--- src/hdl/pppoe_session_rx_filter_core_assert.svh ---
// assertion macros for the pppoe session receive filter
// expects i_clk and i_rst_n in the scope of the module that uses them
`ifndef PPPOE_SESSION_RX_FILTER_CORE_ASSERT_SVH
`define PPPOE_SESSION_RX_FILTER_CORE_ASSERT_SVH

// same-cycle implication, checked while out of reset
`define PRF_ASSERT_NOW(label, ante, cons) \
    label: assert property (@(posedge i_clk) disable iff (!i_rst_n) (ante) |-> (cons)) \
        else $error("pppoe rx filter: same-cycle check failed");

// next-cycle implication, checked while out of reset
`define PRF_ASSERT_NEXT(label, ante, cons) \
    label: assert property (@(posedge i_clk) disable iff (!i_rst_n) (ante) |=> (cons)) \
        else $error("pppoe rx filter: next-cycle check failed");

`endif

--- src/hdl/pppoe_rxf_pkg.sv ---
// shared types and constants for the pppoe session receive filter
// no dependencies
`default_nettype none

package pppoe_rxf_pkg;

    // frame layout
    localparam int unsigned MAX_FRAME       = 1520;
    localparam int unsigned POS_W           = 11;
    localparam int unsigned ETH_HDR_BYTES   = 6 + 6 + 2;
    localparam int unsigned PPPOE_HDR_BYTES = 1 + 1 + 2 + 2;
    localparam int unsigned FULL_HDR_BYTES  = ETH_HDR_BYTES + PPPOE_HDR_BYTES;

    // header byte offsets
    localparam int unsigned OFS_ETYPE_HI   = 12;
    localparam int unsigned OFS_ETYPE_LO   = 13;
    localparam int unsigned OFS_CODE       = 15;
    localparam int unsigned OFS_SESSION_HI = 16;
    localparam int unsigned OFS_SESSION_LO = 17;
    localparam int unsigned OFS_LENGTH_HI  = 18;
    localparam int unsigned OFS_LENGTH_LO  = 19;

    localparam logic [7:0]  SESSION_CODE    = 8'h00;
    localparam logic [15:0] RESET_ETHERTYPE = 16'h8864;

    // configuration port
    localparam int unsigned CFG_IDX_W  = 2;
    localparam int unsigned CFG_DATA_W = 16;
    localparam logic [CFG_IDX_W-1:0] CFG_SESSION_ID         = 2'd0;
    localparam logic [CFG_IDX_W-1:0] CFG_EXPECTED_ETHERTYPE = 2'd1;

    // result queue
    localparam int unsigned QUEUE_DEPTH = 4;
    localparam int unsigned QUEUE_AW    = $clog2(QUEUE_DEPTH);
    localparam int unsigned QUEUE_CW    = $clog2(QUEUE_DEPTH + 1);

    typedef enum logic [2:0] {
        VERDICT_ACCEPT   = 3'd0,
        VERDICT_SHORT    = 3'd1,
        VERDICT_ETYPE    = 3'd2,
        VERDICT_CODE     = 3'd3,
        VERDICT_SESSION  = 3'd4
    } t_verdict;

    // one result beat
    typedef struct packed {
        logic       is_status;
        logic [7:0] out_byte;
        t_verdict   verdict;
    } t_result;

    // what one accepted byte adds to the result queue
    typedef struct packed {
        logic       payload_vld;
        logic       status_vld;
        logic [7:0] payload_byte;
        t_verdict   verdict;
    } t_push;

endpackage

`default_nettype wire

--- src/hdl/pppoe_rxf_parser.sv ---
// per-byte header capture, payload select and verdict logic
// depends on pppoe_rxf_pkg
`default_nettype none

module pppoe_rxf_parser (
    input  wire logic                      i_clk,
    input  wire logic                      i_rst_n,
    input  wire logic                      i_take,
    input  wire logic [7:0]                i_rx_byte,
    input  wire logic                      i_frame_end,
    input  wire logic [15:0]               i_session_id,
    input  wire logic [15:0]               i_expected_ethertype,
    output pppoe_rxf_pkg::t_push           o_push
);
    import pppoe_rxf_pkg::*;

    logic [POS_W-1:0] r_pos,       n_pos;
    logic [15:0]      r_ethertype, n_ethertype;
    logic [7:0]       r_code,      n_code;
    logic [15:0]      r_session,   n_session;
    logic [15:0]      r_length,    n_length;

    logic             counted;
    logic [POS_W-1:0] payload_ofs;
    logic             payload_hit;
    t_verdict         verdict;

    always_comb begin
        counted     = r_pos < POS_W'(MAX_FRAME);
        n_pos       = counted ? r_pos + POS_W'(1) : r_pos;
        n_ethertype = r_ethertype;
        n_code      = r_code;
        n_session   = r_session;
        n_length    = r_length;
        if (counted) begin
            case (r_pos)
                POS_W'(OFS_ETYPE_HI):   n_ethertype = {i_rx_byte, r_ethertype[7:0]};
                POS_W'(OFS_ETYPE_LO):   n_ethertype = {r_ethertype[15:8], i_rx_byte};
                POS_W'(OFS_CODE):       n_code      = i_rx_byte;
                POS_W'(OFS_SESSION_HI): n_session   = {i_rx_byte, r_session[7:0]};
                POS_W'(OFS_SESSION_LO): n_session   = {r_session[15:8], i_rx_byte};
                POS_W'(OFS_LENGTH_HI):  n_length    = {i_rx_byte, r_length[7:0]};
                POS_W'(OFS_LENGTH_LO):  n_length    = {r_length[15:8], i_rx_byte};
                default: ;
            endcase
        end
        // payload window, the length field is already complete here
        payload_ofs = r_pos - POS_W'(FULL_HDR_BYTES);
        payload_hit = counted && (r_pos >= POS_W'(FULL_HDR_BYTES))
                      && (16'(payload_ofs) < r_length);
    end

    // verdict on the state as left by this byte
    always_comb begin
        if (n_pos < POS_W'(FULL_HDR_BYTES)) begin
            verdict = VERDICT_SHORT;
        end else if (17'(n_pos) < 17'(FULL_HDR_BYTES) + 17'(n_length)) begin
            verdict = VERDICT_SHORT;
        end else if (n_ethertype != i_expected_ethertype) begin
            verdict = VERDICT_ETYPE;
        end else if (n_code != SESSION_CODE) begin
            verdict = VERDICT_CODE;
        end else if (n_session != i_session_id) begin
            verdict = VERDICT_SESSION;
        end else begin
            verdict = VERDICT_ACCEPT;
        end
    end

    always_comb begin
        o_push.payload_vld  = i_take && payload_hit;
        o_push.status_vld   = i_take && i_frame_end;
        o_push.payload_byte = i_rx_byte;
        o_push.verdict      = verdict;
    end

    always_ff @(posedge i_clk) begin
        if (!i_rst_n || (i_take && i_frame_end)) begin
            r_pos       <= '0;
            r_ethertype <= '0;
            r_code      <= '0;
            r_session   <= '0;
            r_length    <= '0;
        end else if (i_take) begin
            r_pos       <= n_pos;
            r_ethertype <= n_ethertype;
            r_code      <= n_code;
            r_session   <= n_session;
            r_length    <= n_length;
        end
    end

endmodule

`default_nettype wire

--- src/hdl/pppoe_rxf_result_queue.sv ---
// small result queue, takes up to two results per cycle, gives one per cycle while popped
// depends on pppoe_rxf_pkg
`default_nettype none

module pppoe_rxf_result_queue (
    input  wire logic                 i_clk,
    input  wire logic                 i_rst_n,
    input  wire pppoe_rxf_pkg::t_push i_push,
    input  wire logic                 i_pop,
    output logic                      o_room,
    output logic                      o_valid,
    output pppoe_rxf_pkg::t_result    o_head
);
    import pppoe_rxf_pkg::*;

    t_result               r_mem [QUEUE_DEPTH];
    logic [QUEUE_AW-1:0]   r_wr_ptr, n_wr_ptr;
    logic [QUEUE_AW-1:0]   r_rd_ptr, n_rd_ptr;
    logic [QUEUE_CW-1:0]   r_count,  n_count;

    logic [QUEUE_AW-1:0]   wr_ptr_nxt;
    logic [1:0]            push_cnt;
    logic                  pop_ok;
    t_result               first_entry;
    t_result               status_entry;

    always_comb begin
        status_entry.is_status = 1'b1;
        status_entry.out_byte  = 8'h00;
        status_entry.verdict   = i_push.verdict;
        if (i_push.payload_vld) begin
            first_entry.is_status = 1'b0;
            first_entry.out_byte  = i_push.payload_byte;
            first_entry.verdict   = VERDICT_ACCEPT;
        end else begin
            first_entry = status_entry;
        end
        push_cnt   = {1'b0, i_push.payload_vld} + {1'b0, i_push.status_vld};
        pop_ok     = i_pop && (r_count != '0);
        wr_ptr_nxt = r_wr_ptr + QUEUE_AW'(1);
        n_wr_ptr   = r_wr_ptr + QUEUE_AW'(push_cnt);
        n_rd_ptr   = pop_ok ? r_rd_ptr + QUEUE_AW'(1) : r_rd_ptr;
        n_count    = r_count + QUEUE_CW'(push_cnt) - QUEUE_CW'(pop_ok);
    end

    // need room for a payload beat and a verdict beat
    assign o_room  = r_count <= QUEUE_CW'(QUEUE_DEPTH - 2);
    assign o_valid = r_count != '0;
    assign o_head  = r_mem[r_rd_ptr];

    always_ff @(posedge i_clk) begin
        if (push_cnt != 2'd0) begin
            r_mem[r_wr_ptr] <= first_entry;
        end
        if (push_cnt == 2'd2) begin
            r_mem[wr_ptr_nxt] <= status_entry;
        end
    end

    always_ff @(posedge i_clk) begin
        if (!i_rst_n) begin
            r_wr_ptr <= '0;
            r_rd_ptr <= '0;
            r_count  <= '0;
        end else begin
            r_wr_ptr <= n_wr_ptr;
            r_rd_ptr <= n_rd_ptr;
            r_count  <= n_count;
        end
    end

endmodule

`default_nettype wire

--- src/hdl/pppoe_session_rx_filter_core.sv ---
// result beats are written into the registered queue and offered from its head
// throughput: one byte per cycle while ready; a frame's last byte can add a payload and
//   verdict beat, which the four-entry queue absorbs, draining one per out_ready cycle
// ready is low only while fewer than two queue entries are free
// reset (synchronous, active low) clears frame state and queue, session_id to 0 and
//   expected_ethertype to 0x8864
`default_nettype none

`include "pppoe_session_rx_filter_core_assert.svh"

module pppoe_session_rx_filter_core (
    input  wire logic                                  i_clk,
    input  wire logic                                  i_rst_n,
    // configuration writes
    input  wire logic                                  i_cfg_we,
    input  wire logic [pppoe_rxf_pkg::CFG_IDX_W-1:0]   i_cfg_index,
    input  wire logic [pppoe_rxf_pkg::CFG_DATA_W-1:0]  i_cfg_data,
    // received frame bytes
    input  wire logic                                  i_rx_valid,
    output logic                                       o_rx_ready,
    input  wire logic [7:0]                            i_rx_byte,
    input  wire logic                                  i_frame_end,
    // payload and verdict beats
    output logic                                       o_out_valid,
    input  wire logic                                  i_out_ready,
    output logic [7:0]                                 o_out_byte,
    output logic                                       o_is_status,
    output logic [2:0]                                 o_verdict,
    output logic                                       o_last
);
    import pppoe_rxf_pkg::*;

    // configuration registers
    logic [15:0] r_session_id;
    logic [15:0] r_expected_ethertype;

    logic    rx_take;
    t_push   push;
    t_result head;

    always_ff @(posedge i_clk) begin
        if (!i_rst_n) begin
            r_session_id         <= '0;
            r_expected_ethertype <= RESET_ETHERTYPE;
        end else if (i_cfg_we) begin
            case (i_cfg_index)
                CFG_SESSION_ID:         r_session_id         <= i_cfg_data;
                CFG_EXPECTED_ETHERTYPE: r_expected_ethertype <= i_cfg_data;
                default: ;  // writes past the register list are ignored
            endcase
        end
    end

    // a valid byte beat is taken whenever the queue can hold its worst case
    assign rx_take = i_rx_valid && o_rx_ready;

    // header capture and verdict, all in the cycle the byte arrives
    pppoe_rxf_parser u_parser (
        .i_clk                (i_clk),
        .i_rst_n              (i_rst_n),
        .i_take               (rx_take),
        .i_rx_byte            (i_rx_byte),
        .i_frame_end          (i_frame_end),
        .i_session_id         (r_session_id),
        .i_expected_ethertype (r_expected_ethertype),
        .o_push               (push)
    );

    // results leave from registers, so the two sides stall independently
    pppoe_rxf_result_queue u_queue (
        .i_clk   (i_clk),
        .i_rst_n (i_rst_n),
        .i_push  (push),
        .i_pop   (i_out_ready),
        .o_room  (o_rx_ready),
        .o_valid (o_out_valid),
        .o_head  (head)
    );

    assign o_out_byte  = head.out_byte;
    assign o_is_status = head.is_status;
    assign o_verdict   = head.verdict;
    // the verdict is always the closing beat of a frame
    assign o_last      = head.is_status;

    // checks
    `PRF_ASSERT_NEXT(a_end_gives_beat, rx_take && i_frame_end, o_out_valid)
    `PRF_ASSERT_NOW(a_empty_has_room, !o_out_valid, o_rx_ready)
    `PRF_ASSERT_NOW(a_status_byte_zero, o_out_valid && o_is_status, o_out_byte == 8'h00)
    `PRF_ASSERT_NOW(a_payload_clean, o_out_valid && !o_is_status, (o_verdict == VERDICT_ACCEPT) && !o_last)

endmodule

`default_nettype wire
--- config.mk ---
export PLATFORM = sky130hd
export DESIGN_NAME = pppoe_session_rx_filter_core
export DESIGN_NICKNAME = d
export VERILOG_FILES = /design/src/hdl/pppoe_rxf_pkg.sv /design/src/hdl/pppoe_rxf_parser.sv /design/src/hdl/pppoe_rxf_result_queue.sv /design/src/hdl/pppoe_session_rx_filter_core.sv
export VERILOG_INCLUDE_DIRS = /design/src /design/src/hdl
export SDC_FILE = /design/constraint.sdc
export NUM_CORES = 1
export LEC_CHECK = 0
export BUFFER_PORTS_ARGS = -buffer_cell sky130_fd_sc_hd__buf_2
export CAP_MARGIN = 20
export CORE_ASPECT_RATIO = 0.5
export CORE_MARGIN = 2
export CORE_UTILIZATION = 59
export CTS_CLUSTER_SIZE = 16
export DETAILED_ROUTE_END_ITERATION = 8
export GPL_TIMING_DRIVEN = 0
export PLACE_DENSITY_LB_ADDON = 0.2
export SLEW_MARGIN = 20
export SYNTH_ARGS = -nofsm -noshare
export SYNTH_HDL_FRONTEND = slang
export SYNTH_SLANG_ARGS = --single-unit
--- constraint.sdc ---
create_clock -name i_clk -period 10.8 [get_ports i_clk]
set_input_delay 2.16 -clock i_clk [delete_from_list [all_inputs] [get_ports i_clk]]
set_output_delay 2.16 -clock i_clk [all_outputs]
set_load 0.01 [all_outputs]
---- After elaboration in Yosys (flattened, before gate mapping) ----
Memory sizes are Yosys's and may differ from the RTL's. A register that Yosys moved wholly into a read port is not among the register bits.
Index checks and enable logic that the tools add are counted.
storage, ports and cells
  memories kept ........................... 1
  logic and storage cells ................. 72
  RAM bits ................................ 48
  output and inout bits ................... 15
  bits in registers ....................... 106
memory list
  memory         words  bits a word  rd ports  clocked after memory_dff  write ports  line                          RTL
  u_queue.r_mem  4      12           1         1                         2            pppoe_rxf_result_queue.sv:16  t_result r_mem [QUEUE_DEPTH];
operators by class
  order comparisons ....................... 6
  multiplexer cells ....................... 21
  add/sub/neg operators ................... 9
  equal/unequal tests ..................... 11
  reduce and logical (&&, ||, !) cells .... 14
operators by type and width
  kind                                                                    count
  16-bit case mux with 2 select lines                                     3
  16-bit 2-to-1 mux                                                       3
  11-bit by 5-bit equality test with 1-bit output, second input constant  4
  11-bit by 4-bit equality test with 1-bit output, second input constant  3
  16-bit inequality test                                                  2
  5-bit by 16-bit adder with 17-bit output, first input constant          1
  11-bit by 17-bit < comparator with 1-bit output                         1
  11-bit by 16-bit < comparator with 1-bit output                         1
  8-bit 2-to-1 mux                                                        2
  3-bit 2-to-1 mux                                                        5
  12-bit 2-to-1 mux                                                       1
  11-bit by 1-bit adder with 11-bit output, second input constant         1
  11-bit by 5-bit >= comparator with 1-bit output, second input constant  1
  11-bit < comparator, second input constant                              1
  11-bit by 5-bit < comparator with 1-bit output, second input constant   1
  11-bit 2-to-1 mux                                                       1
  11-bit by 5-bit subtractor with 11-bit output, second input constant    1
  8-bit nonzero test                                                      1
  1-bit logical AND                                                       6
  2-bit by 1-bit adder with 2-bit output, second input constant           2
  1-bit 2-to-1 mux                                                        4
  2-bit 2-to-1 mux                                                        2
  2-bit AND reduction                                                     2
  3-bit by 2-bit adder with 3-bit output                                  1
  other kinds (11)                                                        11

---- Depth between registers and ports, before layout ----
Gate-level depths: netlist of run 1.
  word-level depth ........................ 10
  gate-level depth with buffers ........... 20
  mapped depth without buffers ............ 18

---- Cells and area by module ----
Synthesis of run 1 repeated with hierarchy kept, for this count alone.
unflattened totals
  cell total of the unflattened synthesis .. 1009
  area, all modules ....................... 8987.4 sq um
modules (own cells, without submodules)
  module                        cells an instance  times used  area each (sq um)
  pppoe_rxf_parser              645                1           5141.2
  pppoe_rxf_result_queue        232                1           2562.5
  pppoe_session_rx_filter_core  132                1           1283.7

---- Least setup slack after synthesis of run 1 ----
No wires, ideal clock.
  path type ............................... in2reg
  start point ............................. in i_rx_byte[2]
  end point ............................... mem u_queue.r_mem[1][0] in the netlist's numbering (data pin)
  data arrival time ....................... 4686 ps
  stages .................................. 15
  path buffers ............................ 1
  library setup time ...................... 255 ps
  data required time ...................... 10545 ps
  slack ................................... 5860 ps
  path through ............................ clkbuf_1 nand4_1 nand2_1 ha_1 a221o_1 nand2_1 a21oi_1 xnor2_1 ha_1 nand4_1 nor3_1 a21oi_1 a2111oi_4 o211ai_1 and2_1
RTL lines
  item                line                                RTL
  start: declaration  pppoe_session_rx_filter_core.sv:21  input wire logic [7:0] i_rx_byte,
  end: declaration    pppoe_rxf_result_queue.sv:16

==> qor.log, run 1 <==
INFO  status         outcome=finished, final reports clean
INFO  synthesis      netlist_instances=989
INFO  grt            grt_max_degree=17
INFO  synthesis      postSynthNetCount=1057
INFO  floorplanning  core_region_area=14500um^2
INFO  setup_path     timing_worst_setup_path_type=reg -> reg
INFO  timing         grt_setup_unrepaired=no
INFO  clock_network  numCtsBuffers=17
INFO  synthesis      yosysWarningCount=0
INFO  clock_network  numClockSinks=156
INFO  synthesis      async_reset_ff_frac=0
INFO  timing         finalHoldViolCount=0
INFO  cells_and_area nets=1114
INFO  synthesis      mapped_avg_cell_area=8.81um^2
INFO  cells_and_area stdcell_count=1257
INFO  cells_and_area final_cell_mix=144 x sky130_fd_sc_hd__dfxtp_1, 118 x sky130_fd_sc_hd__nand2_1, 86 x sky130_fd_sc_hd__nor2_1, 65 x sky130_fd_sc_hd__clkbuf_1, 57 x sky130_fd_sc_hd__a22oi_1
INFO  timing         final.setup_skew=0.0155ns
INFO  worst_hold_path hold_path_class=reg -> reg
INFO  setup_path     timing.critical_path.required=11.18ns
INFO  drt            final_antenna_net_count=0
INFO  drt            drt-initial-drc-count=1128
INFO  grt            globalRouteTotalUtil=0.330
INFO  grt            grt_antenna_before_repair=0
INFO  drt            drt-pass1-iter-count=6
INFO  clock_network  insertion_delay=0.44ns
INFO  synthesis      synth_ff_type=sky130_fd_sc_hd__dfxtp_1
INFO  pwr            leakage=3.60nW
INFO  placement      post-dp-hpwl=18700um
INFO  drt            vias_per_cell=6.53
INFO  timing         timing.setup.tns=0ns
INFO  drt            routed_via_count=8203
INFO  timing         slew_headroom=0.277
INFO  floorplanning  die_height=89.9um
INFO  floorplanning  floorplan.die.width=176um
INFO  timing         max_slew_violation_total_from_the_final_report=0
INFO  pwr            vdd.ir_drop.worst=0.111mV
INFO  timing         final_report_setup_violation_count=0
INFO  clock_network  post-cts-setup-buffer-count=0
INFO  run            drv.max_cap_violation_count=0
INFO  grt            number_of_global_route_vias_before_repair=7635
INFO  pwr            powerDensity=171nW/um^2
INFO  timing         tightestPinTransition=1.08ns
INFO  cells_and_area layout_cell_share_with_drive_strength_beyond_1=0.0925
INFO  timing         period_minus_slack=5.70ns
INFO  cells_and_area leading_cell_type_in_the_layout_fill_and_taps_excluded=sky130_fd_sc_hd__dfxtp_1
INFO  floorplanning  initial_utilization=0.602
INFO  clock_network  cts_tree=done
INFO  placement      post-place-ws=4.91ns
INFO  timing         fmax=176MHz
INFO  synthesis      netlist-cell-type-count=67
INFO  placement      port_buffers=38
INFO  clock_network  htreeDepth=4
INFO  clock_network  clock_tree.root_cell=sky130_fd_sc_hd__clkbuf_16
INFO  cells_and_area antennaDiodeCount=0
INFO  synthesis      yosys_register_bits=156
INFO  drt            post_route_drc=0
INFO  timing         fin_crit_share=0.527
INFO  setup_path     worstPathArrival=6.07ns
INFO  drt            finalWirelength=26100um
INFO  setup_path     startpoint_type=register
INFO  floorplanning  floorplan.die_area=15800um^2
INFO  setup_path     endpoint_kind=register
INFO  placement      placed_cells_incl_taps=1225
INFO  grt            grt_remaining_overflow=0
INFO  floorplanning  placement_rows=31
INFO  synthesis      synth_sequential_area_ratio=0.372
INFO  setup_path     crit_fanout=10
INFO  synthesis      synth-edff-count=12
INFO  drt            routedWlPerCell=20.7um
INFO  clock_network  cts.path.max_buffers=2
INFO  cells_and_area areaGrowthSynthToFinish=12.4%
INFO  grt            grt_pass1_wl=40700um
INFO  placement      gpl.final_weighted_congestion=0.952
INFO  clock_network  worst_setup_hold_path_clk_slew=0.07ns
INFO  clock_network  cts_hold_repair.buffers=0
INFO  synthesis      synth.cell_area=8720um^2
INFO  clock_network  cts_resized=0
INFO  floorplanning  io-pin-count=47
INFO  timing         final.setup.worst_slack=5.10ns
state kept, by name (all words and copies together) (netlist names), named ones only:
register and cells:
u_parser.r_session 16, u_parser.r_pos 11, u_queue.r_mem 48, r_expected_ethertype 16
u_parser.r_ethertype 16, u_queue.r_rd_ptr 2, u_parser.r_code 8, u_parser.r_length 16
u_queue.r_wr_ptr 2, u_queue.r_count 3, r_session_id 16
per-layer routing:
metal	track usage	wire (um)	part of all wire
met5	0	0	0
met1	0.442	11000	0.42
met2	0.536	12100	0.47
met3	0.0673	2210	0.085
met4	0.110	709	0.027
stage by stage:
step	total power, mW	cell area, um^2	hold WS (ns)	utilization
after floorplan	0.902	8720	0.421	-
after global placement	0.998	9150	0.433	0.633
after detailed placement	1.01	9150	0.440	0.633
after CTS	1.67	9800	0.455	0.677
after global routing	1.74	9800	0.474	0.677
final	1.67	9800	0.452	0.677
worst max-delay path: stages, from the launching register on:
cell and delay [ns]:
sky130_fd_sc_hd__dfxtp_1 0.34, sky130_fd_sc_hd__or3_1 0.50, sky130_fd_sc_hd__buf_1 0.31, sky130_fd_sc_hd__clkbuf_1 0.37
sky130_fd_sc_hd__nor4_1 0.40, sky130_fd_sc_hd__xnor2_1 0.18, sky130_fd_sc_hd__ha_1 0.27, sky130_fd_sc_hd__o2111ai_1 0.11
sky130_fd_sc_hd__a21oi_1 0.06, sky130_fd_sc_hd__a221o_1 0.36, sky130_fd_sc_hd__a311oi_1 0.67, sky130_fd_sc_hd__clkbuf_1 0.40
sky130_fd_sc_hd__inv_1 0.10, sky130_fd_sc_hd__ha_1 0.24, sky130_fd_sc_hd__nand2b_1 0.18, sky130_fd_sc_hd__nor3b_1 0.90
sky130_fd_sc_hd__a22o_1 0.24
logic make-up (layout without fill, tap and decap cells):
| family | Yosys count | count (layout) | share of synthesized area |
|---|---|---|---|
| AO/OA/AOI/OAI | 262 | 262 | 0.235 |
| multiplexers | 22 | 22 | 0.0425 |
| adder cells (fa/ha/maj) | 36 | 36 | 0.0525 |
| buffers and inverters | 109 | 179 | 0.0484 |
| AND/OR/NAND/NOR | 355 | 355 | 0.200 |
| flip-flops | 156 | 156 | 0.372 |
| XOR/XNOR | 49 | 49 | 0.0492 |
path summary, 6_finish.rpt:
check / from / end / slack, ns / depth (start not counted)
worst max-delay path: u_parser.r_pos[5]$_SDFFE_PP0P_ / u_queue.r_mem[1][8]$_SDFFE_PP0P_ / 5.10 / 16
worst min-delay path: u_queue.r_mem[2][11]$_SDFFE_PP1P_ / u_queue.r_mem[2][11]$_SDFFE_PP1P_ / 0.45 / 1
worst max register to register: u_parser.r_pos[5]$_SDFFE_PP0P_ / u_queue.r_mem[1][8]$_SDFFE_PP0P_ / 5.10 / 16
worst min register to register: u_queue.r_mem[2][11]$_SDFFE_PP1P_ / u_queue.r_mem[2][11]$_SDFFE_PP1P_ / 0.45 / 1
report_power, final:
part | switching, mW | leakage, nW | internal [mW]
combinational | 0.221 | 2.01 | 0.139
clock | 0.278 | 0.320 | 0.387
sequential | 0.0305 | 1.27 | 0.616
cells in the mapped netlist (12+ instances only):
cell	number	area (um^2)
sky130_fd_sc_hd__nand2_1	118	443
sky130_fd_sc_hd__nand4_1	16	100
sky130_fd_sc_hd__xnor2_1	35	307
sky130_fd_sc_hd__a21boi_0	28	210
sky130_fd_sc_hd__mux4_2	12	270
sky130_fd_sc_hd__dfxtp_1	144	2880
sky130_fd_sc_hd__xor2_1	14	123
sky130_fd_sc_hd__a211oi_1	17	128
sky130_fd_sc_hd__o21ai_0	15	75.1
sky130_fd_sc_hd__nand3_1	16	80.1
sky130_fd_sc_hd__nor2_1	86	323
sky130_fd_sc_hd__inv_1	32	120
sky130_fd_sc_hd__clkbuf_1	65	244
sky130_fd_sc_hd__ha_1	35	438
sky130_fd_sc_hd__and2_1	44	275
sky130_fd_sc_hd__edfxtp_1	12	360
sky130_fd_sc_hd__a22o_1	34	298
sky130_fd_sc_hd__a22oi_1	57	428
sky130_fd_sc_hd__a21o_1	12	90.1
layout make-up:
type                    count  area (um^2)
multi-input cells         724         5050
fillers                  1151         4670
flip-flops and latches    156         3240
clock buffers              18          450
plain buffers              77          302
well taps                 198          248
clock inverters            14          195
repair buffers             38          190
inverters                  32          120
Note: power is estimated with default switching activity, not from simulation.
==> run 2: changes to the inputs <==
--- a/config.mk
+++ b/config.mk
@@ -10,7 +10,7 @@
 export CAP_MARGIN = 20
 export CORE_ASPECT_RATIO = 0.5
 export CORE_MARGIN = 2
-export CORE_UTILIZATION = 59
+export CORE_UTILIZATION = 56
 export CTS_CLUSTER_SIZE = 16
 export DETAILED_ROUTE_END_ITERATION = 8
 export GPL_TIMING_DRIVEN = 0
==> constraint.sdc (replaced) <==
create_clock -name i_clk -period 5.2 [get_ports i_clk]
set_input_delay 1.04 -clock i_clk [delete_from_list [all_inputs] [get_ports i_clk]]
set_output_delay 1.04 -clock i_clk [all_outputs]
set_load 0.01 [all_outputs]
==> run 2 against run 1 <==
Compared with the run above: total power up 110%; die area up 5.2%; largest cell class unchanged; clock skew fell by 0.0041 ns; cell count up 0.56%; sequential share of layout area decreased by 0.25 points; routed wire length rose by 1.3%; cell area is 0.87% higher; sequential cell count unchanged; highest routed layer unchanged; setup slack worse by 4.8 ns; largest power group unchanged; critical path depth increased by 2.
==> qor.log, run 2 (synthesis gave the netlist of run 1 again) <==
INFO  status         outcome=finished, final reports clean
INFO  setup_path     critical-path-max-stage-delay=0.46ns [-0.44 ns]
INFO  setup_path     slowest_stage=sky130_fd_sc_hd__or3_1
INFO  pwr            leakage=3.64nW [+1.1%]
INFO  timing         finalHoldViolCount=0 [unchanged]
INFO  grt            grt_max_degree=17 [unchanged]
INFO  timing         fin_crit_share=0.939 [+0.411]
INFO  timing         period_minus_slack=4.88ns [-0.815 ns]
INFO  cells_and_area largest_register_ffs=48 [unchanged]
INFO  cells_and_area post-route-util=0.646 [-0.0311]
INFO  grt            globalRouteTotalUtil=0.320 [-0.0102]
INFO  cells_and_area largest-register=u_queue.r_mem
INFO  drt            final_antenna_net_count=0 [unchanged]
INFO  grt            grt_antenna_before_repair=0 [unchanged]
INFO  floorplanning  floorplan.die.width=180um [+2.6%]
INFO  setup_path     startpoint_type=register
INFO  worst_hold_path hold_path_class=reg -> reg
INFO  timing         max_slew_violation_total_from_the_final_report=0 [unchanged]
INFO  pwr            vdd.ir_drop.worst=0.228mV [+110%]
INFO  floorplanning  floorplan.die_area=16600um^2 [+5.2%]
INFO  setup_path     critical_path.cell_chain=or3_1, clkbuf_2, buf_2, nor4_1, xnor2_1, ha_1, o2111ai_1, a21oi_1, a221o_1, a311oi_4, clkbuf_2, ha_1, inv_1, ha_1, fa_1, xor2_1, xnor2_1, and2_1
INFO  setup_path     worst_path_most_repeated_cell=sky130_fd_sc_hd__ha_1
INFO  timing         grt_setup_unrepaired=no
INFO  drt            routedWlPerCell=20.9um [+0.75%]
INFO  placement      post-dp-hpwl=18800um [+0.74%]
INFO  drt            drt-pass1-iter-count=5 [-1]
INFO  timing         slew_headroom=0.290 [+0.0129]
INFO  floorplanning  initial_utilization=0.570 [-0.0326]
INFO  cells_and_area leading_cell_type_in_the_layout_fill_and_taps_excluded=sky130_fd_sc_hd__dfxtp_1
INFO  clock_network  cts.path.max_buffers=2 [unchanged]
INFO  timing         fmax=205MHz [+17%]
INFO  setup_path     register_to_register_setup_slack=0.32ns [-4.78 ns]
INFO  setup_path     worstPathArrival=5.22ns [-0.85 ns]
INFO  cells_and_area antennaDiodeCount=0 [unchanged]
INFO  placement      port_buffers=38 [unchanged]
INFO  drt            vias_per_cell=6.51 [-0.20%]
INFO  clock_network  insertion_delay=0.44ns [about the same]
INFO  floorplanning  io-pin-count=47 [unchanged]
INFO  floorplanning  die_height=92.2um [+2.5%]
INFO  timing         final_report_setup_violation_count=0 [unchanged]
INFO  floorplanning  core_region_area=15300um^2 [+5.7%]
INFO  cells_and_area areaGrowthSynthToFinish=13.4%
INFO  timing         tightestPinTransition=1.06ns [-0.0259 ns]
INFO  clock_network  clock_tree.root_cell=sky130_fd_sc_hd__clkbuf_16
INFO  cells_and_area nets=1115 [+0.090%]
INFO  pwr            total_power=3.51mW [+110%]
INFO  drt            routed_via_count=8232 [+0.35%]
INFO  clock_network  cts_tree=done
INFO  timing         finalHoldWorstSlack=0.457ns [+0.00568 ns]
INFO  clock_network  numClockSinks=156 [unchanged]
INFO  drt            finalWirelength=26400um [+1.3%]
INFO  drt            post_route_drc=0 [unchanged]
INFO  setup_path     timing_worst_setup_path_type=reg -> reg
INFO  cells_and_area fillCellCount=1282 [+11%]
INFO  setup_path     endpoint_kind=register
INFO  run            drv.max_cap_violation_count=0 [unchanged]
INFO  setup_path     crit_fanout=10 [unchanged]
INFO  placement      gpl.final_weighted_congestion=0.944 [-0.75%]
INFO  timing         timing.setup.tns=0ns [unchanged]
INFO  setup_path     crit_family=adder cells
INFO  timing         final.setup_skew=0.0114ns [-0.00410 ns]
INFO  grt            grt_remaining_overflow=0 [unchanged]
INFO  drt            drt-initial-drc-count=904 [-20%]
INFO  grt            grt_pass1_wl=41300um [+1.6%]
INFO  clock_network  htreeDepth=4 [unchanged]
INFO  cells_and_area layout_cell_share_with_drive_strength_beyond_1=0.105 [+0.0122]
INFO  clock_network  cts_hold_repair.buffers=0 [unchanged]
INFO  grt            number_of_global_route_vias_before_repair=7677 [+0.55%]
INFO  clock_network  worst_setup_hold_path_clk_slew=0.07ns [about the same]
INFO  clock_network  numCtsBuffers=17 [unchanged]
INFO  setup_path     timing.critical_path.required=5.54ns [-5.64 ns]
INFO  cells_and_area final_cell_mix=141 x sky130_fd_sc_hd__dfxtp_1, 118 x sky130_fd_sc_hd__nand2_1, 86 x sky130_fd_sc_hd__nor2_1, 61 x sky130_fd_sc_hd__clkbuf_1, 57 x sky130_fd_sc_hd__a22oi_1
INFO  pwr            powerDensity=355nW/um^2 [+110%]
INFO  floorplanning  placement_rows=32 [+3.2%]
INFO  setup_path     crit_buf_inv=4 [unchanged]
run 2: changes by cell type in the layout (fill, tap and decap cells not counted), moves of 3 or more:
cell                       before  now
sky130_fd_sc_hd__dfxtp_2        0    3
sky130_fd_sc_hd__clkbuf_1      65   61
sky130_fd_sc_hd__dfxtp_1      144  141
sky130_fd_sc_hd__clkbuf_2       0    4
run 2: cell type report:
cell class / instances / area [um^2] / area share
multi-input combinational: 724 / 5090 / 0.515
sequential: 156 / 3250 / 0.328
clock buffer: 19 / 475 / 0.0481
buffer: 77 / 308 / 0.0311
tap: 204 / 255 / 0.0258
timing repair buffer: 39 / 198 / 0.0200
clock inverter: 13 / 194 / 0.0196
inverter: 32 / 120 / 0.0122
run 2: timing repair:
action / 4_1_cts / 5_1_grt
pin swaps: 0 / 1
endpoints found under the setup margin: 28 / 61
setup buffers: 0 / 1
gates resized for setup: 4 / 13
run 2: routing by layer:
layer | share of wire | wire length, um | track usage
met1 | 0.42 | 11200 | 0.413
met3 | 0.085 | 2240 | 0.0766
met5 | 0 | 0 | 0
met2 | 0.46 | 12200 | 0.525
met4 | 0.030 | 779 | 0.119
run 2: metrics by stage:
stage,setup WS [ns],cells,area (um^2)
final,0.320,1264,9880
after global routing,0.0214,1264,9880
after detailed placement,-0.251,1231,9160
after floorplan,0.824,989,8720
after global placement,-0.232,1231,9160
after CTS,0.0862,1263,9840
run 2: path summary, 6_finish.rpt:
kind | start | cells after the start | end
setup / recovery | u_parser.r_pos[6]$_SDFFE_PP0P_ | 18 | u_queue.r_count[2]$_SDFF_PN0_
hold / removal | u_queue.r_mem[3][11]$_SDFFE_PP1P_ | 1 | u_queue.r_mem[3][11]$_SDFFE_PP1P_
hold reg to reg | u_queue.r_mem[3][11]$_SDFFE_PP1P_ | 1 | u_queue.r_mem[3][11]$_SDFFE_PP1P_
setup reg to reg | u_parser.r_pos[6]$_SDFFE_PP0P_ | 18 | u_queue.r_count[2]$_SDFF_PN0_
run 2: power by group:
group	internal (mW)	switching, mW	leakage, nW	total, mW
registers	1.28	0.0640	1.27	1.34
clock network	0.833	0.574	0.328	1.41
logic	0.290	0.466	2.04	0.756
total	2.40	1.10	3.64	3.51
==> run 3: changes to the inputs <==
--- a/config.mk
+++ b/config.mk
@@ -18,4 +18,5 @@
 export SLEW_MARGIN = 20
 export SYNTH_ARGS = -nofsm -noshare
 export SYNTH_HDL_FRONTEND = slang
+export SYNTH_HIERARCHICAL = 1
 export SYNTH_SLANG_ARGS = --single-unit
==> run 3 against run 2 <==
Compared with the run above: critical path depth is 3 higher; first-iteration DRC count fell by 8.0%; sequential cell count did not move; register-to-register slack got worse by 0.12 ns; worst hold slack got worse by 0.011 ns; sequential share of layout area fell by 0.47 points; via count fell by 2.2%; highest routed layer unchanged; sequential power hardly changed; clock power decreased by 18%; total power decreased by 11%.
==> qor.log, run 3 <==
INFO  cells_and_area largest-register=u_queue/r_mem
INFO  clock_network  worst_setup_hold_path_clk_slew=0.06ns [about the same]
INFO  pwr            vdd.ir_drop.worst=0.249mV [+8.9%]
INFO  synthesis      async_reset_ff_frac=0 [unchanged]
INFO  pwr            share_seq_of_total_power=0.423 [+0.040]
INFO  run            drv.max_cap_violation_count=0 [unchanged]
INFO  setup_path     r2r.worst_path.cells=21 [+3]
INFO  drt            routedWlPerCell=20.1um [-3.7%]
INFO  clock_network  htreeDepth=4 [unchanged]
INFO  status         outcome=finished, final reports clean
INFO  timing         finalHoldViolCount=0 [unchanged]
INFO  setup_path     timing.critical_path.required=5.47ns [-0.07 ns]
INFO  synthesis      yosys_register_bits=156 [unchanged]
INFO  cells_and_area areaGrowthSynthToFinish=11.5%
INFO  cells_and_area largest_register_ffs=48 [unchanged]
INFO  synthesis      synth_ff_type=sky130_fd_sc_hd__dfxtp_1
INFO  grt            globalRouteTotalUtil=0.315 [-0.00547]
INFO  synthesis      yosysWarningCount=6 [+6]
INFO  timing         grt_setup_unrepaired=no
INFO  synthesis      yosysMostFrequentCell=sky130_fd_sc_hd__dfxtp_1
INFO  worst_hold_path hold_path_class=reg -> reg
INFO  placement      gpl.final_weighted_congestion=0.984 [+4.2%]
INFO  pwr            total_power=3.14mW [-11%]
INFO  floorplanning  floorplan.die.width=183um [+1.5%]
INFO  setup_path     timing_worst_setup_path_type=reg -> reg
INFO  placement      placed_cells_incl_taps=1253 [+1.8%]
INFO  drt            drt-pass1-iter-count=7 [+2]
INFO  clock_network  insertion_delay=0.43ns [about the same]
INFO  floorplanning  initial_utilization=0.579 [+0.00867]
INFO  setup_path     worstPathArrival=5.27ns [+0.05 ns]
INFO  grt            number_of_global_route_vias_before_repair=7734 [+0.74%]
INFO  cells_and_area final_area=10000um^2 [+1.4%]
INFO  synthesis      post_synth_most_frequent_cells=144 x sky130_fd_sc_hd__dfxtp_1, 104 x sky130_fd_sc_hd__nand2_1, 96 x sky130_fd_sc_hd__nor2_1
INFO  synthesis      synth_top_area_share=0.321 [-0.00999]
INFO  clock_network  cts_hold_repair.buffers=0 [unchanged]
INFO  floorplanning  placement_rows=32 [unchanged]
INFO  setup_path     cp-startpoint=u_parser/r_pos[3]$_SDFFE_PP0P_
INFO  cells_and_area layout_cell_share_with_drive_strength_beyond_1=0.137 [+0.0323]
INFO  grt            grt_antenna_before_repair=0 [unchanged]
INFO  drt            routed_via_count=8055 [-2.2%]
INFO  timing         slew_headroom=0.349 [+0.0589]
INFO  cells_and_area leading_cell_type_in_the_layout_fill_and_taps_excluded=sky130_fd_sc_hd__dfxtp_1
INFO  grt            grt_pass1_wl=41300um [-0.18%]
INFO  synthesis      synth.cell_area=8990um^2 [+3.1%]
INFO  grt            grt_remaining_overflow=0 [unchanged]
INFO  pwr            leakage=3.78nW [+3.9%]
INFO  timing         final.setup.worst_slack=0.200ns [-0.120 ns]
INFO  synthesis      synth-edff-count=12 [unchanged]
INFO  floorplanning  die_height=93.6um [+1.5%]
INFO  synthesis      synth_area_leaders=sky130_fd_sc_hd__dfxtp_1 32%, sky130_fd_sc_hd__a22oi_1 6.0%, sky130_fd_sc_hd__ha_1 4.9%
INFO  cells_and_area layout.area.seq=3240um^2 [about the same]
INFO  timing         fmax=200MHz [-2.4%]
INFO  pwr            sw_frac_of_total=0.299 [-0.0161]
INFO  synthesis      netlist_instances=1009 [+2.0%]
INFO  timing         final.setup_skew=0.00777ns [-0.00367 ns]
INFO  timing         fin_crit_share=0.962 [+0.0230]
INFO  floorplanning  core_region_area=15500um^2 [+1.6%]
INFO  clock_network  clock_tree.root_cell=sky130_fd_sc_hd__clkbuf_16
INFO  placement      port_buffers=40 [+5.3%]
INFO  timing         max_slew_violation_total_from_the_final_report=0 [unchanged]
INFO  cells_and_area post-route-util=0.645 [-0.00130]
INFO  synthesis      mapped_avg_cell_area=8.91um^2 [+1.1%]
INFO  drt            finalWirelength=25800um [-2.1%]
INFO  floorplanning  io-pin-count=47 [unchanged]
INFO  timing         final_report_setup_violation_count=0 [unchanged]
INFO  setup_path     worstReg2RegStart=u_parser/r_pos[3]$_SDFFE_PP0P_
INFO  drt            post_route_drc=0 [unchanged]
INFO  cells_and_area nets=1136 [+1.9%]
INFO  setup_path     endpoint_kind=register
INFO  drt            vias_per_cell=6.27 [-3.7%]
INFO  synthesis      synth_largest_area_cell=sky130_fd_sc_hd__dfxtp_1
INFO  pwr            power.net_switching=938uW [-15%]
INFO  cells_and_area antennaDiodeCount=0 [unchanged]
INFO  floorplanning  floorplan.die_area=17100um^2 [+3.0%]
INFO  clock_network  post-cts-setup-buffer-count=0 [unchanged]
INFO  timing         tightestPinTransition=0.967ns [-0.0885 ns]
INFO  cells_and_area final_cell_mix=143 x sky130_fd_sc_hd__dfxtp_1, 104 x sky130_fd_sc_hd__nand2_1, 96 x sky130_fd_sc_hd__nor2_1, 72 x sky130_fd_sc_hd__a22oi_1, 54 x sky130_fd_sc_hd__buf_2
INFO  timing         timing.setup.tns=0ns [unchanged]
INFO  pwr            clockPowerShare=0.368 [-0.033]
INFO  cells_and_area fillCellCount=1314 [+2.5%]
INFO  grt            grt_max_degree=17 [unchanged]
INFO  placement      post-dp-hpwl=18800um [about the same]
INFO  drt            drt-initial-drc-count=832 [-8.0%]
INFO  timing         finalHoldWorstSlack=0.446ns [-0.0112 ns]
INFO  pwr            internal_power=2.20mW [-8.4%]
INFO  placement      detailed_place.area=9440um^2 [+3.1%]
INFO  clock_network  cts.path.max_buffers=2 [unchanged]
INFO  cells_and_area multi_input_area=5150um^2 [+1.3%]
INFO  placement      post-place-ws=-0.663ns [-0.412 ns]
INFO  clock_network  cts_tree=done
INFO  clock_network  numClockSinks=156 [unchanged]
INFO  drt            final_antenna_net_count=0 [unchanged]
INFO  setup_path     crit_end=u_queue/r_mem[0][2]$_DFFE_PP_
INFO  clock_network  numCtsBuffers=17 [unchanged]
INFO  cells_and_area stdcell_count=1284 [+1.6%]
INFO  worst_hold_path holdPathStages=2 [+1]
INFO  setup_path     register_to_register_setup_slack=0.20ns [-0.12 ns]
INFO  setup_path     rr_endpoint=u_queue/r_mem[0][2]$_DFFE_PP_
INFO  setup_path     slowest_stage=sky130_fd_sc_hd__nor4b_4
INFO  synthesis      postSynthNetCount=1077 [+1.9%]
INFO  setup_path     critical_path.cell_chain=inv_1, ha_1, nor4b_4, buf_2, nand4_1, nand2_1, ha_1, o21ai_1, nor2_1, a31oi_1, o22ai_1, o21ai_1, ha_1, o21a_1, nor2_1, a221o_1, a311oi_1, nand4_2, nor3b_2, inv_1, nor2_1
INFO  timing         period_minus_slack=5.00ns [+0.120 ns]
INFO  pwr            share_comb_of_total_power=0.209 [-0.006]
INFO  pwr            powerDensity=313nW/um^2 [-12%]
INFO  setup_path     critical-path-max-stage-delay=0.40ns [-0.06 ns]
INFO  setup_path     startpoint_type=register
INFO  setup_path     crit_fanout=10 [unchanged]
INFO  synthesis      netlist-cell-type-count=79 [+18%]
INFO  synthesis      synth_sequential_area_ratio=0.361 [-0.0112]
run 3: cell count changes after synthesis, sizes merged, moves of 12 or more:
cell / previous run / this run
nand3: 16 / 34
a21boi: 28 / 0
nand2: 118 / 104
clkbuf: 65 / 51
and2: 45 / 18
a32o: 0 / 16
inv: 32 / 44
a22oi: 57 / 73
a21oi: 11 / 37
mux2i: 10 / 35
buf: 12 / 37
xor2: 14 / 30
a22o: 34 / 3
run 3: logic make-up (layout without fill, tap and decap cells):
family | Yosys count | after routing | synth area share
compound gates | 221 | 221 | 0.186
xor+xnor | 67 | 67 | 0.0653
fa+ha+maj | 36 | 36 | 0.0510
buf+inv | 132 | 203 | 0.0682
flops | 156 | 156 | 0.361
mux | 47 | 47 | 0.0691
simple gates | 350 | 350 | 0.199
run 3: worst max-delay path: cells and delay by family (launching register included):
| kind | cells | cell delay (ns) |
|---|---|---|
| compound gates | 7 | 1.22 |
| simple gates | 8 | 1.74 |
| flops | 1 | 0.36 |
| fa+ha+maj | 3 | 0.82 |
| buf+inv | 3 | 0.70 |
run 3: layer usage:
layer,vias to the layer above,share of wire,GRT usage
li1,3739,-,-
met1,3833,0.43,0.410
met2,416,0.45,0.507
met3,67,0.086,0.0728
met4,0,0.029,0.129
met5,-,0,0
run 3: area by class of cell:
type | instances | area share
plain buffers | 88 | 0.0457
clock buffers | 19 | 0.0442
clock inverters | 12 | 0.00987
inverters | 44 | 0.0169
multi-input cells | 721 | 0.514
flip-flops and latches | 156 | 0.324
well taps | 204 | 0.0255
repair buffers | 40 | 0.0200
run 3: power groups by stage:
stage	registers (mW)	clock network, mW	logic (mW)
floorplan	1.34	0	0.459
global placement	1.35	0	0.626
detailed placement	1.35	0	0.645
CTS	1.33	1.18	0.649
global route	1.34	1.23	0.716
finish	1.33	1.15	0.656
run 3: how the worst min path moves through the flow:
stage | start | endpoint | slack (ns)
after CTS | u_queue/r_mem[2][11]$_SDFFE_PP1P_ | u_queue/r_mem[2][11]$_SDFFE_PP1P_ | 0.45
final | u_queue/r_mem[2][11]$_SDFFE_PP1P_ | u_queue/r_mem[2][11]$_SDFFE_PP1P_ | 0.45
after global routing | u_queue/r_mem[3][11]$_SDFFE_PP1N_ | u_queue/r_mem[3][11]$_SDFFE_PP1N_ | 0.48
after floorplan | u_queue/r_mem[2][11]$_SDFFE_PP1P_ | u_queue/r_mem[2][11]$_SDFFE_PP1P_ | 0.42
after detailed placement | u_queue/r_mem[2][11]$_SDFFE_PP1P_ | u_queue/r_mem[2][11]$_SDFFE_PP1P_ | 0.44
after global placement | u_queue/r_mem[1][11]$_SDFFE_PP1P_ | u_queue/r_mem[1][11]$_SDFFE_PP1P_ | 0.43
run 3: repair_timing:
| action | 4_1_cts | 5_1_grt |
|---|---|---|
| gates resized for setup | 4 | 8 |
| endpoints found under the hold margin | 0 | 0 |
| endpoints found under the setup margin | 57 | 12 |
